File: src/design/mcpid_pkg.sv
`default_nettype none
// ----------------------------------------------------------------------------
// mcpid_pkg: shared constants of the multi-channel PID speed controller
// Field widths, register indexes, reset values and output saturation bounds.
// ----------------------------------------------------------------------------
package mcpid_pkg;

  localparam int CHANNEL_W = 2;
  localparam int SPEED_W   = 16;
  localparam int GAIN_W    = 16;
  localparam int LIMIT_W   = 20;
  localparam int CFG_IDX_W = 2;
  localparam int CFG_DATA_W = 20;

  localparam int ERR_W   = SPEED_W + 1;
  localparam int SUM_W   = LIMIT_W + 1;
  localparam int DIFF_W  = ERR_W + 1;
  localparam int PROD_P_W = GAIN_W + ERR_W;
  localparam int PROD_I_W = GAIN_W + SUM_W;
  localparam int PROD_D_W = GAIN_W + DIFF_W;
  localparam int ACC_W    = PROD_I_W + 2;
  localparam int DRIVE_W  = 29;

  localparam logic [CFG_IDX_W-1:0] REG_GAIN_P    = 2'd0;
  localparam logic [CFG_IDX_W-1:0] REG_GAIN_I    = 2'd1;
  localparam logic [CFG_IDX_W-1:0] REG_GAIN_D    = 2'd2;
  localparam logic [CFG_IDX_W-1:0] REG_INT_LIMIT = 2'd3;

  localparam logic signed [GAIN_W-1:0]  GAIN_P_RESET    = 16'sd512;
  localparam logic signed [GAIN_W-1:0]  GAIN_I_RESET    = 16'sd0;
  localparam logic signed [GAIN_W-1:0]  GAIN_D_RESET    = 16'sd128;
  localparam logic        [LIMIT_W-1:0] INT_LIMIT_RESET = 20'd5000;

  localparam logic signed [ACC_W-1:0] DRIVE_MAX = ACC_W'((64'sd1 <<< (DRIVE_W - 1)) - 64'sd1);
  localparam logic signed [ACC_W-1:0] DRIVE_MIN = ACC_W'(-(64'sd1 <<< (DRIVE_W - 1)));

endpackage
`default_nettype wire

File: src/design/multi_channel_pid_speed_top.sv
`default_nettype none
// ----------------------------------------------------------------------------
// multi_channel_pid_speed_top: per-channel positional PID speed controller
// Keeps a previous error and a saturating error sum for each channel and
// drives (kp*err + ki*sum + kd*(err - last)) >>> fraction bits, saturated.
// ----------------------------------------------------------------------------
// The block takes one word per clock cycle while the output is not stalled and
// returns its drive value through an input register, an error stage that
// reads and updates the channel state, a multiplier stage and an output
// register. Words for the same channel may follow back to back because the
// channel state is updated as a word leaves the error stage. The user must
// write gains only while no word is in flight; the block does not enforce it.
module multi_channel_pid_speed_top #(
  parameter int CHANNELS = 4,
  parameter int GAIN_FRACTION_BITS = 8
) (
  input  wire logic                                    clk,
  input  wire logic                                    rst,
  input  wire logic                                    cfg_write,
  input  wire logic [mcpid_pkg::CFG_IDX_W-1:0]         cfg_index,
  input  wire logic [mcpid_pkg::CFG_DATA_W-1:0]        cfg_data,
  input  wire logic                                    in_valid,
  output logic                                         in_ready,
  input  wire logic [mcpid_pkg::CHANNEL_W-1:0]         channel,
  input  wire logic signed [mcpid_pkg::SPEED_W-1:0]    measured_speed,
  input  wire logic signed [mcpid_pkg::SPEED_W-1:0]    target_speed,
  output logic                                         out_valid,
  input  wire logic                                    out_ready,
  output logic signed [mcpid_pkg::DRIVE_W-1:0]         drive_value
);

  localparam int CH_IDX_W = (CHANNELS > 1) ? $clog2(CHANNELS) : 1;

  logic signed [mcpid_pkg::GAIN_W-1:0] gain_p;
  logic signed [mcpid_pkg::GAIN_W-1:0] gain_i;
  logic signed [mcpid_pkg::GAIN_W-1:0] gain_d;
  logic        [mcpid_pkg::LIMIT_W-1:0] int_limit;

  logic signed [mcpid_pkg::ERR_W-1:0] prev_err [CHANNELS];
  logic signed [mcpid_pkg::SUM_W-1:0] err_sum  [CHANNELS];

  logic                                  s1_valid;
  logic [mcpid_pkg::CHANNEL_W-1:0]       s1_channel;
  logic signed [mcpid_pkg::SPEED_W-1:0]  s1_meas;
  logic signed [mcpid_pkg::SPEED_W-1:0]  s1_targ;

  logic                                  s2_valid;
  logic signed [mcpid_pkg::ERR_W-1:0]    s2_err;
  logic signed [mcpid_pkg::SUM_W-1:0]    s2_sum;
  logic signed [mcpid_pkg::DIFF_W-1:0]   s2_diff;

  logic                                  s3_valid;
  logic signed [mcpid_pkg::PROD_P_W-1:0] s3_prod_p;
  logic signed [mcpid_pkg::PROD_I_W-1:0] s3_prod_i;
  logic signed [mcpid_pkg::PROD_D_W-1:0] s3_prod_d;

  logic out_load;
  logic s3_load;
  logic s2_load;

  logic                                  ch_in_range;
  logic [CH_IDX_W-1:0]                   ch_idx;
  logic signed [mcpid_pkg::ERR_W-1:0]    err_next;
  logic signed [mcpid_pkg::ERR_W-1:0]    prev_err_rd;
  logic signed [mcpid_pkg::SUM_W:0]      sum_raw;
  logic signed [mcpid_pkg::SUM_W:0]      lim_pos;
  logic signed [mcpid_pkg::SUM_W:0]      lim_neg;
  logic signed [mcpid_pkg::SUM_W-1:0]    sum_next;
  logic signed [mcpid_pkg::DIFF_W-1:0]   diff_next;

  logic signed [mcpid_pkg::ACC_W-1:0]    acc;
  logic signed [mcpid_pkg::ACC_W-1:0]    acc_sh;
  logic signed [mcpid_pkg::DRIVE_W-1:0]  drive_next;

  assign out_load = !out_valid || out_ready;
  assign s3_load  = !s3_valid || out_load;
  assign s2_load  = !s2_valid || s3_load;
  assign in_ready = !s1_valid || s2_load;

  always_ff @(posedge clk) begin
    if (rst) begin
      gain_p    <= mcpid_pkg::GAIN_P_RESET;
      gain_i    <= mcpid_pkg::GAIN_I_RESET;
      gain_d    <= mcpid_pkg::GAIN_D_RESET;
      int_limit <= mcpid_pkg::INT_LIMIT_RESET;
    end else if (cfg_write) begin
      case (cfg_index)
        mcpid_pkg::REG_GAIN_P:    gain_p    <= cfg_data[mcpid_pkg::GAIN_W-1:0];
        mcpid_pkg::REG_GAIN_I:    gain_i    <= cfg_data[mcpid_pkg::GAIN_W-1:0];
        mcpid_pkg::REG_GAIN_D:    gain_d    <= cfg_data[mcpid_pkg::GAIN_W-1:0];
        mcpid_pkg::REG_INT_LIMIT: int_limit <= cfg_data[mcpid_pkg::LIMIT_W-1:0];
        default: ;
      endcase
    end
  end

  always_ff @(posedge clk) begin
    if (rst) begin
      s1_valid <= 1'b0;
    end else if (in_ready) begin
      s1_valid <= in_valid;
    end
    if (in_ready && in_valid) begin
      s1_channel <= channel;
      s1_meas    <= measured_speed;
      s1_targ    <= target_speed;
    end
  end

  always_comb begin
    ch_in_range = int'(s1_channel) < CHANNELS;
    ch_idx      = CH_IDX_W'(s1_channel);
    err_next    = mcpid_pkg::ERR_W'(s1_targ) - mcpid_pkg::ERR_W'(s1_meas);
    lim_pos     = $signed({2'b00, int_limit});
    lim_neg     = -lim_pos;
    if (ch_in_range) begin
      prev_err_rd = prev_err[ch_idx];
      sum_raw  = (mcpid_pkg::SUM_W + 1)'(err_sum[ch_idx]) + (mcpid_pkg::SUM_W + 1)'(err_next);
      if (sum_raw > lim_pos) begin
        sum_next = mcpid_pkg::SUM_W'(lim_pos);
      end else if (sum_raw < lim_neg) begin
        sum_next = mcpid_pkg::SUM_W'(lim_neg);
      end else begin
        sum_next = mcpid_pkg::SUM_W'(sum_raw);
      end
    end else begin
      prev_err_rd = '0;
      sum_raw  = '0;
      sum_next = '0;
    end
    diff_next = mcpid_pkg::DIFF_W'(err_next) - mcpid_pkg::DIFF_W'(prev_err_rd);
  end

  always_ff @(posedge clk) begin
    if (rst) begin
      s2_valid <= 1'b0;
      for (int i = 0; i < CHANNELS; i++) begin
        prev_err[i] <= '0;
        err_sum[i]  <= '0;
      end
    end else begin
      if (s2_load) begin
        s2_valid <= s1_valid;
      end
      if (s2_load && s1_valid && ch_in_range) begin
        prev_err[ch_idx] <= err_next;
        err_sum[ch_idx]  <= sum_next;
      end
    end
    if (s2_load && s1_valid) begin
      s2_err  <= err_next;
      s2_sum  <= sum_next;
      s2_diff <= diff_next;
    end
  end

  always_ff @(posedge clk) begin
    if (rst) begin
      s3_valid <= 1'b0;
    end else if (s3_load) begin
      s3_valid <= s2_valid;
    end
    if (s3_load && s2_valid) begin
      s3_prod_p <= gain_p * s2_err;
      s3_prod_i <= gain_i * s2_sum;
      s3_prod_d <= gain_d * s2_diff;
    end
  end

  always_comb begin
    acc = mcpid_pkg::ACC_W'(s3_prod_p) + mcpid_pkg::ACC_W'(s3_prod_i)
        + mcpid_pkg::ACC_W'(s3_prod_d);
    acc_sh = acc >>> GAIN_FRACTION_BITS;
    if (acc_sh > mcpid_pkg::DRIVE_MAX) begin
      drive_next = mcpid_pkg::DRIVE_W'(mcpid_pkg::DRIVE_MAX);
    end else if (acc_sh < mcpid_pkg::DRIVE_MIN) begin
      drive_next = mcpid_pkg::DRIVE_W'(mcpid_pkg::DRIVE_MIN);
    end else begin
      drive_next = mcpid_pkg::DRIVE_W'(acc_sh);
    end
  end

  always_ff @(posedge clk) begin
    if (rst) begin
      out_valid <= 1'b0;
    end else if (out_load) begin
      out_valid <= s3_valid;
    end
    if (out_load && s3_valid) begin
      drive_value <= drive_next;
    end
  end

endmodule
`default_nettype wire

File: config.mk
export PLATFORM = sky130hd
export DESIGN_NAME = multi_channel_pid_speed_top
export DESIGN_NICKNAME = d
export VERILOG_FILES = /design/src/design/mcpid_pkg.sv /design/src/design/multi_channel_pid_speed_top.sv
export SDC_FILE = /design/constraint.sdc
export NUM_CORES = 2
export LEC_CHECK = 0
export BUFFER_PORTS_ARGS = -buffer_cell sky130_fd_sc_hd__buf_2
export CAP_MARGIN = 20
export CORE_UTILIZATION = 45
export CTS_CLUSTER_DIAMETER = 200
export CTS_CLUSTER_SIZE = 10
export DETAILED_ROUTE_END_ITERATION = 8
export PLACE_DENSITY = 0.59
export SYNTH_ARGS = -nofsm -noshare
export SYNTH_HDL_FRONTEND = slang
export SYNTH_SLANG_ARGS = --single-unit
File: constraint.sdc
create_clock -name clk -period 11.01 [get_ports clk]
set_clock_uncertainty 0.2 [all_clocks]
set_input_delay 0 -clock clk [delete_from_list [all_inputs] [get_ports clk]]
set_output_delay 0 -clock clk [all_outputs]
set_load 0.03 [all_outputs]
# Yosys cells after proc, flatten, opt, wreduce, memory -nomap -nowiden
# Memory sizes are Yosys's and may differ from the RTL's. A register that Yosys moved wholly into a read port is not among the register bits.
# Index checks and enable logic that the tools add are counted.
[classes]
n_addsub = 6
multipliers = 3
n_lt_le_gt_ge = 4
eq_ne = 3
mux = 16
reduce_logical = 19
[op_table]
columns = ["cell", "count"]
rows = [
  ["21-bit two-way mux", 3],
  ["38-bit by 34-bit adder with 39-bit output", 1],
  ["33-bit by 37-bit adder with 38-bit output", 1],
  ["16-bit by 21-bit multiplier with 37-bit output", 1],
  ["16-bit by 18-bit multiplier with 34-bit output", 1],
  ["16-bit by 17-bit multiplier with 33-bit output", 1],
  ["31-bit by 29-bit > comparator with 1-bit output (second input constant)", 1],
  ["31-bit by 29-bit < comparator with 1-bit output (second input constant)", 1],
  ["29-bit two-way mux", 1],
  ["21-bit by 17-bit adder with 22-bit output", 1],
  ["22-bit by 21-bit > comparator with 1-bit output", 1],
  ["22-bit < comparator", 1],
  ["20-bit negator with 22-bit output", 1],
  ["21-bit OR reduction", 1],
  ["17-bit by 17-bit subtractor with 18-bit output", 1],
  ["17-bit two-way mux", 1],
  ["17-bit OR reduction", 1],
  ["16-bit by 16-bit subtractor with 17-bit output", 1],
  ["2-bit two-way mux", 4],
  ["2-bit AND reduction", 4],
  ["1-bit two-way mux", 7],
  ["2-bit equality test (second input constant)", 2],
  ["1-bit logical AND", 4],
  ["1-bit zero test", 4],
  ["3 further kinds", 6],
]
[totals]
regBits = 295
ramBits = 152
inputBits = 61
out_inout_bits = 31
wordCells = 71
memories = 2
[memory_table]
columns = ["name", "words", "width", "read_ports", "rd_clocked_by_memory_dff", "wr", "line_no", "source"]
rows = [
  ["err_sum", 4, 21, 1, 1, 4, "multi_channel_pid_speed_top.sv:40", "logic signed [mcpid_pkg::SUM_W-1:0] err_sum [CHANNELS];"],
  ["prev_err", 4, 17, 1, 1, 4, "multi_channel_pid_speed_top.sv:39", "logic signed [mcpid_pkg::ERR_W-1:0] prev_err [CHANNELS];"],
]

# Longest topological paths before layout
[logic_depth]
depth_word = 10
depth_mapped = 37
mapped_depth_nobuf = 33

# Least setup slack after synthesis
# No wires, ideal clock.
[synth_path]
kind = "reg2reg"
from = "register out_valid"
to = "register s3_prod_d[0] in the netlist's numbering (enable)"
setup_time_ns = 0.726
arrival_ns = 8.157
t_required_ns = 10.084
setup_slack_ns = 1.927
stages_incl_launch_ff = 3
path_buffers = 0
period_less_slack_ns = 9.083
path_cell_list = "dfxtp_1 -> nor2b_1 -> a21boi_0"
[synth_between]
elab_chain_len = 4
[synth_lines]
columns = ["element", "line_no", "source"]
rows = [
  ["start, declared", "multi_channel_pid_speed_top.sv:27", "output logic out_valid,"],
  ["start signal, assigned", "multi_channel_pid_speed_top.sv:187", "out_valid <= s3_valid;"],
  ["1-bit zero test", "multi_channel_pid_speed_top.sv:75", "assign out_load = !out_valid || out_ready;"],
  ["1-bit logical OR", "multi_channel_pid_speed_top.sv:75", ""],
  ["1-bit logical OR", "multi_channel_pid_speed_top.sv:76", "assign s3_load = !s3_valid || out_load;"],
  ["1-bit logical AND", "multi_channel_pid_speed_top.sv:163", "if (s3_load && s2_valid) begin"],
  ["end signal, assigned", "multi_channel_pid_speed_top.sv:166", "s3_prod_d <= gain_d * s2_diff;"],
  ["end, declared", "multi_channel_pid_speed_top.sv:55", "logic signed [mcpid_pkg::PROD_D_W-1:0] s3_prod_d;"],
]
# Every way passes these cells.
# A chain may end at the register's enable or synchronous reset.

==> metrics <==
beginning of the critical path s1_meas[0]; Mapped Area 55700 sq um; clock network power share 18.2%; Critical Path RT 11.21 ns; DR DRC count 0; standard cell area after detailed placement 57700 sq um; arrival time at the worst endpoint 8.46 ns; part of the power in combinational logic 54.0%; synth warn 0; Iteration-0 DRC Markers 2703; highest-delay cell along the critical path sky130_fd_sc_hd__o31ai_1; detailed placer's ending HPWL 117000 um; area enclosed by the die boundary 125000 sq um; fill cell count 11500; launch instance of the worst min-delay path cfg_data[13]; Fin. Hold Viols 0; gate count after technology mapping 5599; num rows 128; proportion of total power due to net switching 45.2%; startpoint type of the worst setup path flop; Sequential Power Share 27.8%; critical path's largest stage delay 0.41 ns; number of failing setup endpoints in the final timing report 0; share of the synthesized area in the top cell type 33.7%; number of H-tree levels 2; portion of the clock cycle consumed by the worst path in the final layout 75.0%; initial core utilization 45.6%; routed wire length per instance 20.7 um; Max Fclk 0.121 GHz; area leader, netlist sky130_fd_sc_hd__fa_1; r2r startpoint s1_meas[0]; result of the run completed; clk slew on worst S/H paths 0.06 ns; Avg Vias per Cell 5.27; CTS tree yes; number of max-capacitance violations reported 0; total negative slack 0 ns; pin count of the biggest net entering global routing 79; first-pass GRT wire length 241000 um; Worst VDD drop 0.150 mV; core area 122000 sq um; transition time at the pin with the least slew margin 1.10 ns; Leakage 28.2 nW; Final Instance Area 60500 sq um; most used flip-flop cell after synthesis sky130_fd_sc_hd__edfxtp_1; Post-synth EDFFs 375; Synth-to-Final Area Change 8.61%; cell internal power dissipation 5.00 mW; max-slew headroom at the worst pin 26.9%; post-route antenna net violation count 0; Netlist cell types 87; net switching power of the design 4.13 mW; cells taking the most area after synthesis sky130_fd_sc_hd__fa_1 34%, sky130_fd_sc_hd__edfxtp_1 20%, sky130_fd_sc_hd__ha_1 8.7%, sky130_fd_sc_hd__inv_1 7.6%, sky130_fd_sc_hd__nand2_1 4.9%; share of async-settable or async-resettable flops after synthesis 0%; vias after detailed routing 38800; Clock Root Buffer sky130_fd_sc_hd__clkbuf_16; post-route minimum period 8.26 ns; die span in y 354 um; clk sinks 449; number of nets produced by synthesis 6983; Max Buffers Root-to-Sink 3; Crit. End Element flop; fraction of layout cells with a size suffix above 1 5.38%; commonest non-fill, non-tap cells in the layout 1128 x sky130_fd_sc_hd__inv_1, 937 x sky130_fd_sc_hd__fa_1, 734 x sky130_fd_sc_hd__nand2_1; flop and latch count out of synthesis 449; Power Density 151 nW/um^2; net total in the final layout 7082; antenna violations before repair 7; synthesized area per cell 9.96 sq um; die outline width 354 um; number of I/O pins 92; critical path start-end classification reg2reg; antenna diode count 0; sequential cell area fraction in the yosys report 22.9%; GRT Residual Overflow 0; detailed-route wire length 152000 um; clock network latency to the later pin of the worst-skew pair 0.68 ns; via count of the first global-routing pass 41900; routability cong. 0.892; TritonCTS Buffers 51; type of the most critical hold path in2reg; first-pass iteration count of the detailed router 6; critical path fanouts, max 21; unrepaired setup endpoints after global routing no; number of port buffers 91; most frequent standard cell in the layout excluding fill and tap cells sky130_fd_sc_hd__inv_1; Pins Over Slew Limit 0; global routing usage summed across all routing layers 25.1%
## layer usage
metal  up-vias  part of all wire (%)  global-route usage [%]
met3       240                   5.1                    2.66
met1     19900                    42                    33.1
met4         0                   3.3                    7.78
li1      17600                     -                       -
met2      1037                    49                    43.6
met5         -                     0                       0
## synth_stat cells (47+ instances only)
library cell / count
sky130_fd_sc_hd__inv_1: 1129
sky130_fd_sc_hd__fa_1: 937
sky130_fd_sc_hd__nand2_1: 734
sky130_fd_sc_hd__ha_1: 386
sky130_fd_sc_hd__edfxtp_1: 375
sky130_fd_sc_hd__and2_1: 336
sky130_fd_sc_hd__nor2_1: 269
sky130_fd_sc_hd__a21oi_1: 192
sky130_fd_sc_hd__clkbuf_1: 186
sky130_fd_sc_hd__xnor2_1: 156
sky130_fd_sc_hd__o21ai_0: 100
sky130_fd_sc_hd__dfxtp_1: 74
sky130_fd_sc_hd__nor3_1: 74
sky130_fd_sc_hd__a21o_1: 66
sky130_fd_sc_hd__nand2b_1: 50
sky130_fd_sc_hd__xor2_1: 47
## logic make-up after synthesis
| family | share of synthesized area (%) |
|---|---|
| adder cells (fa/ha/maj) | 42.4 |
| flip-flops | 22.9 |
| AND/OR/NAND/NOR | 13.6 |
| multiplexers | 2.18 |
| buffers and inverters | 9.17 |
| AO/OA/AOI/OAI | 6.57 |
| XOR/XNOR | 3.22 |
## final cells by class
class	instances	area, sq um	area share [%]
timing repair buffer	257	2030	3.36
inverter	1139	4280	7.06
sequential	449	12700	21.1
clock buffer	91	1430	2.36
clock inverter	5	90.1	0.149
multi-input combinational	3800	37900	62.7
tap	1625	2030	3.36
## worst paths after layout
check	end	slack, ns	depth (start not counted)
worst max-delay path	err_sum[2][10]	2.75	33
worst min-delay path	gain_i[13]	0.06	4
worst max register to register	err_sum[2][10]	2.75	33
worst min register to register	gain_p[5]	0.26	2
## flip-flops by register name (all words and copies together), names as in the netlist, 2 cells and up, named ones only
signal,cells
s3_prod_d,34
s3_prod_p,33
s1_targ,16
err_sum,84
s2_sum,21
s2_diff,18
gain_d,16
drive_value,29
gain_i,16
s2_err,17
s3_prod_i,37
ch_idx,2
gain_p,16
s1_meas,16
int_limit,20
prev_err,68
## power groups by stage
| stage | Clock, mW | Sequential, mW | Combinational [mW] |
|---|---|---|---|
| detailed placement | 0 | 2.57 | 4.92 |
| floorplan | 0 | 2.32 | 3.53 |
| finish | 1.66 | 2.54 | 4.93 |
| CTS | 1.70 | 2.54 | 4.98 |
| global route | 1.76 | 2.56 | 5.54 |
| global placement | 0 | 2.57 | 4.86 |
## through the flow
stage / utilization (%) / hold WS [ns] / power, mW / setup slack [ns] / cells
2_1_floorplan: - / -0.101 / 5.85 / 1.93 / 5599
6_report: 49.5 / 0.0552 / 9.13 / 2.75 / 7366
5_1_grt: 49.5 / 0.0357 / 9.85 / 2.13 / 7366
3_3_place_gp: 47.2 / -0.0221 / 7.43 / 2.35 / 7140
4_1_cts: 49.5 / 0.00690 / 9.23 / 2.85 / 7365
3_5_place_dp: 47.2 / -0.0219 / 7.49 / 2.88 / 7141
## critical path: cells and delay by family (launching register included)
| family | cells | cell delay, ns |
|---|---|---|
| xor+xnor | 2 | 0.63 |
| mux | 1 | 0.38 |
| flops | 1 | 0.37 |
| compound gates | 14 | 2.72 |
| fa+ha+maj | 4 | 1.33 |
| buf+inv | 3 | 0.65 |
| simple gates | 9 | 1.71 |
## timing repair
action / CTS / global route
buffers inserted: 0 / 0
resized for setup: 0 / 0
endpoints found under the hold margin: 108 / 0
hold buffers: 128 / 0
No activity file was read; power rests on OpenSTA's default activity.
